### src/rtl/sepd_pkg.sv
// shared types, constants and register codes for the scan-line edge point detector
package sepd_pkg;

    localparam int PIX_W      = 8;
    localparam int IN_LANES   = 5;
    localparam int SUM_W      = 11;
    localparam int POS_W      = 12;
    localparam int COORD_W    = 24;
    localparam int PTS_W      = 13;
    localparam int CFG_IDX_W  = 3;
    localparam int CFG_DATA_W = 8;
    localparam int THR_W      = 8;
    localparam int LEN_W      = 4;
    localparam int LANE_W     = 3;
    localparam int DEP_W      = 8;
    localparam int TW_W       = 15;
    localparam int IDX_W      = 6;
    localparam int FIFO_DEPTH = 16;
    localparam int CFG_SETTLE = 2;

    localparam int MAX_LANES_DEF = 5;
    localparam int MAX_HALF_DEF  = 8;
    localparam int MAX_SCAN_DEF  = 4096;

    typedef logic [CFG_IDX_W-1:0] t_cfg_idx;

    localparam t_cfg_idx REG_EDGE_THRESHOLD = 3'd0;
    localparam t_cfg_idx REG_HALF_LENGTH    = 3'd1;
    localparam t_cfg_idx REG_LANES_USED     = 3'd2;
    localparam t_cfg_idx REG_DEPTH_LIMIT    = 3'd3;
    localparam t_cfg_idx REG_PICK_FIRST     = 3'd4;
    localparam t_cfg_idx REG_POLARITY       = 3'd5;
    localparam t_cfg_idx REG_MULTI_POINT    = 3'd6;

    localparam logic [THR_W-1:0]  RST_EDGE_THRESHOLD = 8'd20;
    localparam logic [LEN_W-1:0]  RST_HALF_LENGTH    = 4'd2;
    localparam logic [LANE_W-1:0] RST_LANES_USED     = 3'd3;
    localparam logic [DEP_W-1:0]  RST_DEPTH_LIMIT    = 8'd10;
    localparam logic              RST_PICK_FIRST     = 1'b1;
    localparam logic              RST_POLARITY       = 1'b0;
    localparam logic              RST_MULTI_POINT    = 1'b0;

    localparam logic KIND_POINT   = 1'b0;
    localparam logic KIND_SUMMARY = 1'b1;

    typedef struct packed {
        logic             kind;
        logic             found;
        logic [POS_W-1:0] edge_x;
        logic [POS_W-1:0] edge_y;
        logic [PTS_W-1:0] points_found;
        logic             last;
    } t_result;

    typedef struct packed {
        logic valid;
        logic eos;
        logic border;
        logic gt;
        logic ge;
        logic opp;
    } t_cand;

    typedef struct packed {
        logic s1_valid;
        logic s2_valid;
    } t_pipe_stat;

endpackage

### src/rtl/sepd_cell.sv
// one window cell: holds a lane sum, passes it on, and weighs it into the step filter
module sepd_cell #(
    parameter int IDX = 0
) (
    input  logic                           i_clk,
    input  logic                           i_shift,
    input  logic [sepd_pkg::SUM_W-1:0]     i_sum,
    input  logic [sepd_pkg::LEN_W-1:0]     i_len,
    output logic [sepd_pkg::SUM_W-1:0]     o_sum,
    output logic signed [sepd_pkg::SUM_W:0] o_term
);
    import sepd_pkg::*;

    localparam logic [IDX_W-1:0] CELL_POS = IDX_W'(IDX);

    logic [SUM_W-1:0] r_sum;
    logic [IDX_W-1:0] len_x;
    logic [IDX_W-1:0] len2_x;

    always_ff @(posedge i_clk) begin
        if (i_shift) begin
            r_sum <= i_sum;
        end
    end

    assign len_x  = IDX_W'(i_len);
    assign len2_x = len_x << 1;
    assign o_sum  = r_sum;

    // newer half adds, older half subtracts, the center cell sits out
    always_comb begin
        if (CELL_POS < len_x) begin
            o_term = $signed({1'b0, r_sum});
        end else if (CELL_POS > len_x && CELL_POS <= len2_x) begin
            o_term = -$signed({1'b0, r_sum});
        end else begin
            o_term = '0;
        end
    end

endmodule

### src/rtl/sepd_sum_tree.sv
// two-stage registered adder tree over the cell terms and the threshold compares
module sepd_sum_tree #(
    parameter int MAX_HALF = sepd_pkg::MAX_HALF_DEF,
    parameter int CMP_W    = 18
) (
    input  logic                             i_clk,
    input  logic                             i_rst_n,
    input  logic signed [sepd_pkg::SUM_W:0]  i_term [2*MAX_HALF+1],
    input  logic                             i_valid,
    input  logic                             i_eos,
    input  logic                             i_border,
    input  logic [sepd_pkg::COORD_W-1:0]     i_here,
    input  logic                             i_polarity,
    input  logic [sepd_pkg::TW_W-1:0]        i_tw,
    output sepd_pkg::t_cand                  o_cand,
    output logic signed [CMP_W-1:0]          o_c,
    output logic [sepd_pkg::COORD_W-1:0]     o_here,
    output sepd_pkg::t_pipe_stat             o_stat
);
    import sepd_pkg::*;

    localparam int WIN = 2 * MAX_HALF + 1;
    localparam int GRP = 4;
    localparam int NG  = (WIN + GRP - 1) / GRP;
    localparam int DW  = SUM_W + $clog2(MAX_HALF + 1) + 1;

    logic signed [DW-1:0]    n_grp [NG];
    logic signed [DW-1:0]    r_grp [NG];
    logic                    r_s1_valid;
    logic                    r_s1_eos;
    logic                    r_s1_border;
    logic [COORD_W-1:0]      r_s1_here;

    logic signed [DW-1:0]    d_sum;
    logic signed [CMP_W-1:0] c_val;
    logic signed [CMP_W-1:0] tw_s;
    t_cand                   n_cand;
    t_cand                   r_cand;
    logic signed [CMP_W-1:0] r_c;
    logic [COORD_W-1:0]      r_here;

    // stage 1: partial sums of groups of neighboring cells
    always_comb begin
        for (int g = 0; g < NG; g++) begin
            n_grp[g] = '0;
        end
        for (int k = 0; k < WIN; k++) begin
            n_grp[k / GRP] = n_grp[k / GRP] + DW'(i_term[k]);
        end
    end

    always_ff @(posedge i_clk) begin
        for (int g = 0; g < NG; g++) begin
            r_grp[g] <= n_grp[g];
        end
        r_s1_eos    <= i_eos;
        r_s1_border <= i_border;
        r_s1_here   <= i_here;
    end

    always_ff @(posedge i_clk) begin
        if (!i_rst_n) begin
            r_s1_valid <= 1'b0;
        end else begin
            r_s1_valid <= i_valid;
        end
    end

    // stage 2: full difference, polarity and compares
    always_comb begin
        d_sum = '0;
        for (int g = 0; g < NG; g++) begin
            d_sum = d_sum + r_grp[g];
        end
        c_val = i_polarity ? -CMP_W'(d_sum) : CMP_W'(d_sum);
        tw_s  = CMP_W'($signed({1'b0, i_tw}));
        n_cand.valid  = r_s1_valid;
        n_cand.eos    = r_s1_eos;
        n_cand.border = r_s1_border;
        n_cand.gt     = c_val > tw_s;
        n_cand.ge     = c_val >= tw_s;
        n_cand.opp    = -c_val > tw_s;
    end

    always_ff @(posedge i_clk) begin
        if (!i_rst_n) begin
            r_cand <= '0;
        end else begin
            r_cand <= n_cand;
        end
    end

    always_ff @(posedge i_clk) begin
        r_c    <= c_val;
        r_here <= r_s1_here;
    end

    assign o_cand          = r_cand;
    assign o_c             = r_c;
    assign o_here          = r_here;
    assign o_stat.s1_valid = r_s1_valid;
    assign o_stat.s2_valid = r_cand.valid;

endmodule

### src/rtl/sepd_decide.sv
// mode logic: peak tracking, first edge with depth check, multi point, scan summary
module sepd_decide #(
    parameter int CMP_W    = 18,
    parameter int MAX_SCAN = sepd_pkg::MAX_SCAN_DEF
) (
    input  logic                          i_clk,
    input  logic                          i_rst_n,
    input  sepd_pkg::t_cand               i_cand,
    input  logic signed [CMP_W-1:0]       i_c,
    input  logic [sepd_pkg::COORD_W-1:0]  i_here,
    input  logic                          i_pick_first,
    input  logic                          i_multi,
    input  logic [sepd_pkg::DEP_W-1:0]    i_depth,
    output sepd_pkg::t_result             o_res0,
    output sepd_pkg::t_result             o_res1,
    output logic [1:0]                    o_push_n
);
    import sepd_pkg::*;

    localparam int PW = $clog2(MAX_SCAN + 1);

    logic                    r_pend,   n_pend;
    logic [COORD_W-1:0]      r_pcoord, n_pcoord;
    logic [PW-1:0]           r_pidx,   n_pidx;
    logic signed [CMP_W-1:0] r_best,   n_best;
    logic [COORD_W-1:0]      r_bcoord, n_bcoord;
    logic                    r_found,  n_found;
    logic [PW-1:0]           r_rc,     n_rc;
    t_result                 summary;

    always_comb begin
        n_pend   = r_pend;
        n_pcoord = r_pcoord;
        n_pidx   = r_pidx;
        n_best   = r_best;
        n_bcoord = r_bcoord;
        n_found  = r_found;
        n_rc     = r_rc;
        o_res0   = '0;
        o_res1   = '0;
        o_push_n = 2'd0;
        summary  = '0;

        if (i_cand.valid && i_cand.border) begin
            if (i_multi) begin
                if (i_cand.gt) begin
                    if (32'(r_rc) < MAX_SCAN) begin
                        n_rc = r_rc + PW'(1);
                    end
                    o_res0.kind         = KIND_POINT;
                    o_res0.found        = 1'b1;
                    o_res0.edge_x       = i_here[POS_W-1:0];
                    o_res0.edge_y       = i_here[COORD_W-1:POS_W];
                    o_res0.points_found = PTS_W'(n_rc);
                    o_res0.last         = 1'b0;
                    o_push_n            = 2'd1;
                end
            end else if (!i_pick_first) begin
                if (i_cand.ge && i_c > r_best) begin
                    n_best   = i_c;
                    n_bcoord = i_here;
                    n_found  = 1'b1;
                end
            end else if (!r_found) begin
                if (r_pend) begin
                    if (32'(r_pidx) < MAX_SCAN) begin
                        n_pidx = r_pidx + PW'(1);
                    end
                    if (i_cand.opp) begin
                        n_pend = 1'b0;
                    end else if (32'(n_pidx) >= 32'(i_depth)) begin
                        n_pend   = 1'b0;
                        n_found  = 1'b1;
                        n_bcoord = r_pcoord;
                    end
                end
                if (!n_pend && !n_found && i_cand.gt) begin
                    if (i_depth == '0) begin
                        n_found  = 1'b1;
                        n_bcoord = i_here;
                    end else begin
                        n_pend   = 1'b1;
                        n_pcoord = i_here;
                        n_pidx   = '0;
                    end
                end
            end
        end

        if (i_cand.valid && i_cand.eos) begin
            summary.kind = KIND_SUMMARY;
            summary.last = 1'b1;
            if (i_multi) begin
                summary.found        = (n_rc != '0);
                summary.points_found = PTS_W'(n_rc);
            end else begin
                // a candidate still waiting on its depth check is taken at scan end
                if (i_pick_first && n_pend && !n_found) begin
                    n_found  = 1'b1;
                    n_bcoord = n_pcoord;
                end
                summary.found = n_found;
                if (n_found) begin
                    summary.edge_x = n_bcoord[POS_W-1:0];
                    summary.edge_y = n_bcoord[COORD_W-1:POS_W];
                end
            end
            if (o_push_n == 2'd0) begin
                o_res0   = summary;
                o_push_n = 2'd1;
            end else begin
                o_res1   = summary;
                o_push_n = 2'd2;
            end
            n_pend   = 1'b0;
            n_pcoord = '0;
            n_pidx   = '0;
            n_best   = '0;
            n_bcoord = '0;
            n_found  = 1'b0;
            n_rc     = '0;
        end
    end

    always_ff @(posedge i_clk) begin
        if (!i_rst_n) begin
            r_pend  <= 1'b0;
            r_pidx  <= '0;
            r_best  <= '0;
            r_found <= 1'b0;
            r_rc    <= '0;
        end else begin
            r_pend  <= n_pend;
            r_pidx  <= n_pidx;
            r_best  <= n_best;
            r_found <= n_found;
            r_rc    <= n_rc;
        end
    end

    always_ff @(posedge i_clk) begin
        r_pcoord <= n_pcoord;
        r_bcoord <= n_bcoord;
    end

endmodule

### src/rtl/sepd_out_fifo.sv
// result queue taking up to two results a cycle and handing out one while i_stall is low
module sepd_out_fifo (
    input  logic                                       i_clk,
    input  logic                                       i_rst_n,
    input  logic [1:0]                                 i_push_n,
    input  sepd_pkg::t_result                          i_res0,
    input  sepd_pkg::t_result                          i_res1,
    input  logic                                       i_stall,
    output sepd_pkg::t_result                          o_res,
    output logic                                       o_valid,
    output logic [$clog2(sepd_pkg::FIFO_DEPTH+1)-1:0]  o_count
);
    import sepd_pkg::*;

    localparam int AW = $clog2(FIFO_DEPTH);
    localparam int CW = $clog2(FIFO_DEPTH + 1);

    t_result        r_mem [FIFO_DEPTH];
    logic [AW-1:0]  r_wp;
    logic [AW-1:0]  r_rp;
    logic [CW-1:0]  r_cnt;
    logic           pop;

    assign o_valid = (r_cnt != '0);
    assign pop     = o_valid && !i_stall;
    assign o_res   = r_mem[r_rp];
    assign o_count = r_cnt;

    always_ff @(posedge i_clk) begin
        if (i_push_n != 2'd0) begin
            r_mem[r_wp] <= i_res0;
        end
        if (i_push_n == 2'd2) begin
            r_mem[r_wp + AW'(1)] <= i_res1;
        end
    end

    always_ff @(posedge i_clk) begin
        if (!i_rst_n) begin
            r_wp  <= '0;
            r_rp  <= '0;
            r_cnt <= '0;
        end else begin
            r_wp  <= r_wp + AW'(i_push_n);
            r_rp  <= r_rp + AW'(pop);
            r_cnt <= r_cnt + CW'(i_push_n) - CW'(pop);
        end
    end

endmodule

### src/rtl/scanline_edge_point_detector_top.sv
// scan-line edge point detector: lane summing, cell chain filter, mode logic, result queue
//
// Input channel (i_valid / o_stall): one scan position per transfer, five lane pixels,
// the centre coordinate and an end-of-scan flag. A position is taken every cycle while
// o_stall is low, so a scan streams at one position per clock.
// Output channel (o_valid / i_stall): point results (kind 0) and one summary (kind 1,
// last 1) per scan. A position's point, if any, and the summary of the end-of-scan
// transfer are registered in the cell chain and the two adder-tree stages, then pass
// the combinational mode logic into the result queue.
// Edge positions refer to inputs half_length transfers earlier.
// The result queue holds 16 entries; o_stall rises when the results still to come from
// positions in the pipeline might not fit, so a stalled receiver backs the input up
// and nothing is dropped.
// Configuration (i_cfg_valid / o_cfg_ready) is always ready; a write holds o_stall high
// from its own cycle on while the threshold product settles. Write only between scans
// or while no position is in flight.
// Reset: synchronous, active low; registers return to their defaults, the queue and
// scan state empty. There is no clearing pass.
module scanline_edge_point_detector_top #(
    parameter int MAX_LANES = sepd_pkg::MAX_LANES_DEF,
    parameter int MAX_HALF  = sepd_pkg::MAX_HALF_DEF,
    parameter int MAX_SCAN  = sepd_pkg::MAX_SCAN_DEF
) (
    input  logic                              i_clk,
    input  logic                              i_rst_n,
    input  logic                              i_valid,
    output logic                              o_stall,
    input  logic [sepd_pkg::PIX_W-1:0]        i_pix_a,
    input  logic [sepd_pkg::PIX_W-1:0]        i_pix_b,
    input  logic [sepd_pkg::PIX_W-1:0]        i_pix_c,
    input  logic [sepd_pkg::PIX_W-1:0]        i_pix_d,
    input  logic [sepd_pkg::PIX_W-1:0]        i_pix_e,
    input  logic [sepd_pkg::POS_W-1:0]        i_pos_x,
    input  logic [sepd_pkg::POS_W-1:0]        i_pos_y,
    input  logic                              i_end_of_scan,
    output logic                              o_valid,
    input  logic                              i_stall,
    output logic                              o_kind,
    output logic                              o_found,
    output logic [sepd_pkg::POS_W-1:0]        o_edge_x,
    output logic [sepd_pkg::POS_W-1:0]        o_edge_y,
    output logic [sepd_pkg::PTS_W-1:0]        o_points_found,
    output logic                              o_last,
    input  logic                              i_cfg_valid,
    output logic                              o_cfg_ready,
    input  logic [sepd_pkg::CFG_IDX_W-1:0]    i_cfg_index,
    input  logic [sepd_pkg::CFG_DATA_W-1:0]   i_cfg_data
);
    import sepd_pkg::*;

    localparam int LIM    = (MAX_LANES < IN_LANES) ? MAX_LANES : IN_LANES;
    localparam int WIN    = 2 * MAX_HALF + 1;
    localparam int DLY    = MAX_HALF + 1;
    localparam int CI_W   = $clog2(DLY);
    localparam int PW     = $clog2(MAX_SCAN + 1);
    localparam int DW     = SUM_W + $clog2(MAX_HALF + 1) + 1;
    localparam int CMP_W  = ((DW > TW_W) ? DW : TW_W) + 2;
    localparam int TWA_W  = THR_W + LANE_W;
    localparam int FC_W   = $clog2(FIFO_DEPTH + 1);
    localparam int NEED_W = $clog2(FIFO_DEPTH + 8) + 1;
    localparam int HOLD_W = $clog2(CFG_SETTLE + 1);

    // configuration registers
    logic [THR_W-1:0]  r_thr;
    logic [LEN_W-1:0]  r_hl;
    logic [LANE_W-1:0] r_lanes;
    logic [DEP_W-1:0]  r_depth;
    logic              r_pick;
    logic              r_pol;
    logic              r_multi;
    logic [HOLD_W-1:0] r_cfg_hold;

    logic [LEN_W-1:0]  len_eff;
    logic [LANE_W-1:0] w_eff;
    logic [TWA_W-1:0]  r_tw_a;
    logic [TW_W-1:0]   r_tw;

    logic              accept;
    logic [PIX_W-1:0]  pix [IN_LANES];
    logic [SUM_W-1:0]  lane_sum;

    logic [SUM_W-1:0]       cell_sum  [WIN];
    logic signed [SUM_W:0]  cell_term [WIN];
    logic [COORD_W-1:0]     r_coord   [DLY];
    logic [COORD_W-1:0]     here;

    logic              r_acc;
    logic              r_acc_eos;
    logic [PW-1:0]     r_count;
    logic [PW-1:0]     n_count;
    logic              border;

    t_cand                   cand;
    logic signed [CMP_W-1:0] cand_c;
    logic [COORD_W-1:0]      cand_here;
    t_pipe_stat              pipe_stat;

    t_result           res0;
    t_result           res1;
    logic [1:0]        push_n;
    t_result           out_res;
    logic [FC_W-1:0]   fifo_cnt;
    logic [2:0]        inflight;
    logic [NEED_W-1:0] need;

    assign o_cfg_ready = 1'b1;

    always_ff @(posedge i_clk) begin
        if (!i_rst_n) begin
            r_thr   <= RST_EDGE_THRESHOLD;
            r_hl    <= RST_HALF_LENGTH;
            r_lanes <= RST_LANES_USED;
            r_depth <= RST_DEPTH_LIMIT;
            r_pick  <= RST_PICK_FIRST;
            r_pol   <= RST_POLARITY;
            r_multi <= RST_MULTI_POINT;
        end else if (i_cfg_valid && o_cfg_ready) begin
            case (i_cfg_index)
                REG_EDGE_THRESHOLD: r_thr   <= i_cfg_data;
                REG_HALF_LENGTH:    r_hl    <= i_cfg_data[LEN_W-1:0];
                REG_LANES_USED:     r_lanes <= i_cfg_data[LANE_W-1:0];
                REG_DEPTH_LIMIT:    r_depth <= i_cfg_data;
                REG_PICK_FIRST:     r_pick  <= i_cfg_data[0];
                REG_POLARITY:       r_pol   <= i_cfg_data[0];
                REG_MULTI_POINT:    r_multi <= i_cfg_data[0];
                default: begin
                end
            endcase
        end
    end

    always_ff @(posedge i_clk) begin
        if (!i_rst_n) begin
            r_cfg_hold <= '0;
        end else if (i_cfg_valid) begin
            r_cfg_hold <= HOLD_W'(CFG_SETTLE);
        end else if (r_cfg_hold != '0) begin
            r_cfg_hold <= r_cfg_hold - HOLD_W'(1);
        end
    end

    // out-of-range register values folded to the nearest legal setting
    always_comb begin
        len_eff = (r_hl == '0) ? LEN_W'(1) : r_hl;
        if (32'(len_eff) > MAX_HALF) begin
            len_eff = LEN_W'(MAX_HALF);
        end
    end

    always_comb begin
        w_eff = (r_lanes == '0) ? LANE_W'(1) : r_lanes;
        if (32'(w_eff) > LIM) begin
            w_eff = LANE_W'(LIM);
        end
        if (!w_eff[0]) begin
            w_eff = w_eff - LANE_W'(1);
        end
    end

    // threshold * lanes * half length, one multiply per register
    always_ff @(posedge i_clk) begin
        r_tw_a <= TWA_W'(r_thr) * TWA_W'(w_eff);
        r_tw   <= TW_W'(r_tw_a) * TW_W'(len_eff);
    end

    // input side
    assign inflight = 3'(r_acc) + 3'(pipe_stat.s1_valid) + 3'(pipe_stat.s2_valid);
    assign need     = NEED_W'(fifo_cnt) + NEED_W'({inflight, 1'b0}) + NEED_W'(2);
    assign o_stall  = (r_cfg_hold != '0) || i_cfg_valid || (need > NEED_W'(FIFO_DEPTH));
    assign accept   = i_valid && !o_stall;

    assign pix[0] = i_pix_a;
    assign pix[1] = i_pix_b;
    assign pix[2] = i_pix_c;
    assign pix[3] = i_pix_d;
    assign pix[4] = i_pix_e;

    always_comb begin
        lane_sum = '0;
        for (int i = 0; i < IN_LANES; i++) begin
            if (LANE_W'(i) < w_eff) begin
                lane_sum = lane_sum + SUM_W'(pix[i]);
            end
        end
    end

    // window of lane sums, newest in cell 0
    for (genvar k = 0; k < WIN; k++) begin : g_cell
        if (k == 0) begin : g_head
            sepd_cell #(
                .IDX (k)
            ) u_cell (
                .i_clk   (i_clk),
                .i_shift (accept),
                .i_sum   (lane_sum),
                .i_len   (len_eff),
                .o_sum   (cell_sum[k]),
                .o_term  (cell_term[k])
            );
        end else begin : g_body
            sepd_cell #(
                .IDX (k)
            ) u_cell (
                .i_clk   (i_clk),
                .i_shift (accept),
                .i_sum   (cell_sum[k-1]),
                .i_len   (len_eff),
                .o_sum   (cell_sum[k]),
                .o_term  (cell_term[k])
            );
        end
    end

    always_ff @(posedge i_clk) begin
        if (accept) begin
            r_coord[0] <= {i_pos_y, i_pos_x};
            for (int k = 1; k < DLY; k++) begin
                r_coord[k] <= r_coord[k-1];
            end
        end
    end

    assign here   = r_coord[CI_W'(len_eff)];
    assign border = 32'(r_count) >= ((32'(len_eff) << 1) + 32'd1);

    // position count restarts once the end-of-scan position has been read out
    always_comb begin
        n_count = (r_acc && r_acc_eos) ? '0 : r_count;
        if (accept && 32'(n_count) < MAX_SCAN) begin
            n_count = n_count + PW'(1);
        end
    end

    always_ff @(posedge i_clk) begin
        if (!i_rst_n) begin
            r_acc     <= 1'b0;
            r_acc_eos <= 1'b0;
            r_count   <= '0;
        end else begin
            r_acc     <= accept;
            r_acc_eos <= accept && i_end_of_scan;
            r_count   <= n_count;
        end
    end

    sepd_sum_tree #(
        .MAX_HALF (MAX_HALF),
        .CMP_W    (CMP_W)
    ) u_sum_tree (
        .i_clk      (i_clk),
        .i_rst_n    (i_rst_n),
        .i_term     (cell_term),
        .i_valid    (r_acc),
        .i_eos      (r_acc_eos),
        .i_border   (border),
        .i_here     (here),
        .i_polarity (r_pol),
        .i_tw       (r_tw),
        .o_cand     (cand),
        .o_c        (cand_c),
        .o_here     (cand_here),
        .o_stat     (pipe_stat)
    );

    sepd_decide #(
        .CMP_W    (CMP_W),
        .MAX_SCAN (MAX_SCAN)
    ) u_decide (
        .i_clk        (i_clk),
        .i_rst_n      (i_rst_n),
        .i_cand       (cand),
        .i_c          (cand_c),
        .i_here       (cand_here),
        .i_pick_first (r_pick),
        .i_multi      (r_multi),
        .i_depth      (r_depth),
        .o_res0       (res0),
        .o_res1       (res1),
        .o_push_n     (push_n)
    );

    sepd_out_fifo u_out_fifo (
        .i_clk    (i_clk),
        .i_rst_n  (i_rst_n),
        .i_push_n (push_n),
        .i_res0   (res0),
        .i_res1   (res1),
        .i_stall  (i_stall),
        .o_res    (out_res),
        .o_valid  (o_valid),
        .o_count  (fifo_cnt)
    );

    assign o_kind         = out_res.kind;
    assign o_found        = out_res.found;
    assign o_edge_x       = out_res.edge_x;
    assign o_edge_y       = out_res.edge_y;
    assign o_points_found = out_res.points_found;
    assign o_last         = out_res.last;

endmodule

### config.mk
export PLATFORM = sky130hd
export DESIGN_NAME = scanline_edge_point_detector_top
export DESIGN_NICKNAME = d
export VERILOG_FILES = /design/src/rtl/sepd_pkg.sv /design/src/rtl/sepd_cell.sv /design/src/rtl/sepd_sum_tree.sv /design/src/rtl/sepd_decide.sv /design/src/rtl/sepd_out_fifo.sv /design/src/rtl/scanline_edge_point_detector_top.sv
export SDC_FILE = /design/constraint.sdc
export NUM_CORES = 2
export LEC_CHECK = 0
export BUFFER_PORTS_ARGS = -buffer_cell sky130_fd_sc_hd__clkbuf_2
export CORE_MARGIN = 10
export CORE_UTILIZATION = 55
export DETAILED_ROUTE_END_ITERATION = 8
export PLACE_DENSITY_LB_ADDON = 0.25
export SLEW_MARGIN = 20
export SYNTH_ARGS = -nofsm -noshare
export SYNTH_HDL_FRONTEND = slang
export SYNTH_SLANG_ARGS = --single-unit
export TNS_END_PERCENT = 10
### constraint.sdc
create_clock -name i_clk -period 17.61 [get_ports i_clk]
set_input_delay 3.522 -clock i_clk [delete_from_list [all_inputs] [get_ports i_clk]]
set_output_delay 3.522 -clock i_clk [all_outputs]
set_load 0.02 [all_outputs]
==> reports/qor.yml <==
clock_tree:
  clk_pin_slew_worst_paths_ns: 0.05
  cts_num_sinks: 1354
  cts.repair.resized: 0
  cts_root_buf: "clkbuf_16"
  cts_tree: "built"
  cts_buffers: 145
  clock_latency_ns: 0.79
  cts_setup_buffers: 0
  clk_path_buf_depth: 3
  cts_hold_buffers: 0
  cts_htree_levels: 4
yosys:
  synth_edf_count: 1027
  ys_seq_area_frac: 0.539
  synth_fa_ha_area_frac: 0.0910
  synth.distinct_cells: 83
  synth_top_family_by_area: "simple AND/OR/NAND/NOR gates"
  synth.area.top_cells: "edfxtp_1 44%, dfxtp_1 9.4%, mux4_2 7.1%"
  synthSimpleGateAreaFrac: 0.111
  ys_ff_latch: 1354
  yosysMostFrequentCell: "edfxtp_1"
  synth_top_area_frac: 0.444
  synthMuxAreaShare: 0.0942
  synth-xor-area-share: 0.0363
  netlist_instances: 5973
  ys.flop_type: "edfxtp_1"
  syn_area_per_cell_sq_um: 11.6
  synthArstFlopShare: 0
  synth.largest_area_cell: "edfxtp_1"
  synth_common_cells: "1027 x edfxtp_1, 876 x nor2_1, 470 x inv_1"
  netlist_area_sq_um: 69400
  yosys_warnings: 0
  synth_compound_gate_area_share: 0.0860
worst_hold_path:
  min_to: "u_sum_tree.o_here[15]$_DFF_P_"
  worstHoldStart: "u_sum_tree.r_s1_here[15]$_DFF_P_"
  hold_class: "reg -> reg"
  min_delay_path_depth: 0
routing:
  routed_wl_um: 171000
  vias_per_cell: 5.90
  drcViolationCount: 0
  drt_first_pass_iters: 8
  wl_per_cell_um: 21.9
  postRouteAntennaNets: 0
  vias: 46000
  first_iter_violations: 4852
grt:
  grt_usage: 0.241
  grt.overflow.total: 0
  grt_pass1_vias: 46100
  antenna_found_initial: 0
  grt_max_degree: 79
  grt_first_pass_wirelength_um: 265000
  use_met2: 0.410
  gr-max-usage-layer: "met2"
  use_met3: 0.0394
  gr-usage-met1: 0.311
sta:
  period_minus_slack_ns: 8.05
  hold_viol: 0
  relSlewSlack: 0.209
  finalSetupTns_ns: 0
  setup_viol: 0
  whs_ns: 0.327
  setup_slack_ns: 9.56
  timing.final.crit_share: 0.457
  final-max-slew-violation-count: 0
  max_freq_mhz: 124
  tightest_slew_ns: 1.18
  rsz0062_at_grt: "false"
  skew_ns: 0.0301
cells_and_area:
  layout.nets: 6517
  area_growth_pct: 10.3
  drive_gt1_frac: 0.123
  antenna_cells: 0
  fillCellCount: 9767
  regArea_sq_um: 37400
  multi_input_area_sq_um: 29400
power:
  power_density_nw_per_um2: 139
  p_leak_nw: 30.4
  worst_ir_drop_vdd_uv: 172
die:
  num_io_pins: 124
  die_y_um: 375
  core_sq_um: 126000
  initial_core_util: 0.553
  dieArea_sq_um: 141000
  die_x_um: 375
  num_rows: 130
critical_path:
  worstSetupPathType: "reg -> out"
  worstReg2RegEnd: "u_sum_tree.o_cand[0]$_SDFF_PN0_"
  critPathLaunchType: "register"
  required_ns: 14.09
  rrSetupSlack_ns: 10.64
  cp-end-kind: "output pin"
  crit_fanout: 47
  r2r-start: "u_sum_tree.r_grp[0][1]$_DFF_P_"
  crit_path_start: "u_out_fifo.r_rp[0]$_SDFF_PN0_"
  rr_worst_depth: 26
  arrival_ns: 4.53
placement:
  gp_congestion: 0.853
  hpwlAfterDp_um: 107000
  post-place-ws_ns: 8.98
  port_buffers: 122
run:
  max-cap-violations: 0
outcome:
  status: "completed"
## metal layers
metal / part of all wire / routed length (um) / up-vias
met3: 0.076 / 12900 / 348
met1: 0.40 / 68800 / 22500
met2: 0.49 / 83600 / 1785
met4: 0.032 / 5520 / 2
li1: - / - / 21300
met5: 0.00051 / 87 / -
## through the flow
stage	power [W]	util	area, sq um	cells
after floorplan	0.00672	-	69400	5974
after global placement	0.00755	0.572	71800	7523
after detailed placement	0.00763	0.572	71800	7524
after CTS	0.0107	0.609	76500	7791
after global routing	0.0112	0.610	76600	7793
final	0.0106	0.610	76600	7793
## worst max path at each step
stage	end	slack [ns]	cells after the start
after floorplan	r_count[2]$_SDFF_PN0_	3.64	5
after global placement	g_cell[0].g_head.u_cell.o_sum[10]$_DFFE_PP_	9.07	23
after detailed placement	g_cell[0].g_head.u_cell.o_sum[10]$_DFFE_PP_	8.98	23
after CTS	o_edge_x[8]	9.41	5
after global routing	o_edge_x[9]	9.22	5
final	o_edge_x[8]	9.56	5
## power by group
| part | total (W) | switching, W | internal, W |
|---|---|---|---|
| clock | 0.00302 | 0.00131 | 0.00172 |
| sequential | 0.00380 | 0.000152 | 0.00365 |
| combinational | 0.00379 | 0.00220 | 0.00159 |
| total | 0.0106 | 0.00366 | 0.00696 |
## cell type report
| type | count | area share |
|---|---|---|
| multi-input combinational | 3846 | 0.383 |
| sequential | 1354 | 0.489 |
| timing repair buffer | 204 | 0.0162 |
| tap | 1650 | 0.0270 |
| inverter | 472 | 0.0231 |
| clock buffer | 194 | 0.0515 |
| clock inverter | 73 | 0.0101 |
## critical path, cell delays in order (launching register included)
cell,delay (ns)
dfxtp_4,0.66
buf_4,0.84
buf_4,0.82
mux4_2,0.61
mux4_2,0.52
clkbuf_2,0.20
## flip-flops by register name (all words and copies together), names as in the netlist, 18 cells and up
signal                      flops
u_sum_tree.r_grp               76
u_decide.r_bcoord              24
u_decide.r_pcoord              24
u_sum_tree.o_here              24
r_coord                       216
u_out_fifo.r_mem              624
u_sum_tree.o_c                 18
u_decide.r_best                18
u_sum_tree.r_s1_here           24
g_cell.g_body.u_cell.o_sum    176
## kinds of logic (layout without fill, tap and decap cells)
family,after synthesis,count (layout)
xor gates and xnor gates,288,288
muxes,379,379
AOI/OAI and AO/OA,971,971
buffers and inverters,774,943
DFF,1354,1354
and+or+nand+nor,1776,1776
adders and majority gates,429,429
other,2,3
## layout by cell type, fill, tap and decap left out, types with 86 or more instances in the layout
master | synthesis | routed
edfxtp_1 | 1027 | 1027
ha_1 | 281 | 281
nand2_1 | 438 | 436
inv_1 | 470 | 469
mux4_2 | 219 | 219
fa_1 | 132 | 132
dfxtp_1 | 327 | 320
clkbuf_2 | 0 | 124
xnor2_1 | 184 | 184
mux2i_1 | 155 | 154
o21ai_0 | 188 | 187
a21oi_1 | 427 | 421
nor2_1 | 876 | 850
clkbuf_16 | 0 | 147
nor3_1 | 93 | 86
xor2_1 | 104 | 104
Power figures use the tool's default switching activity.
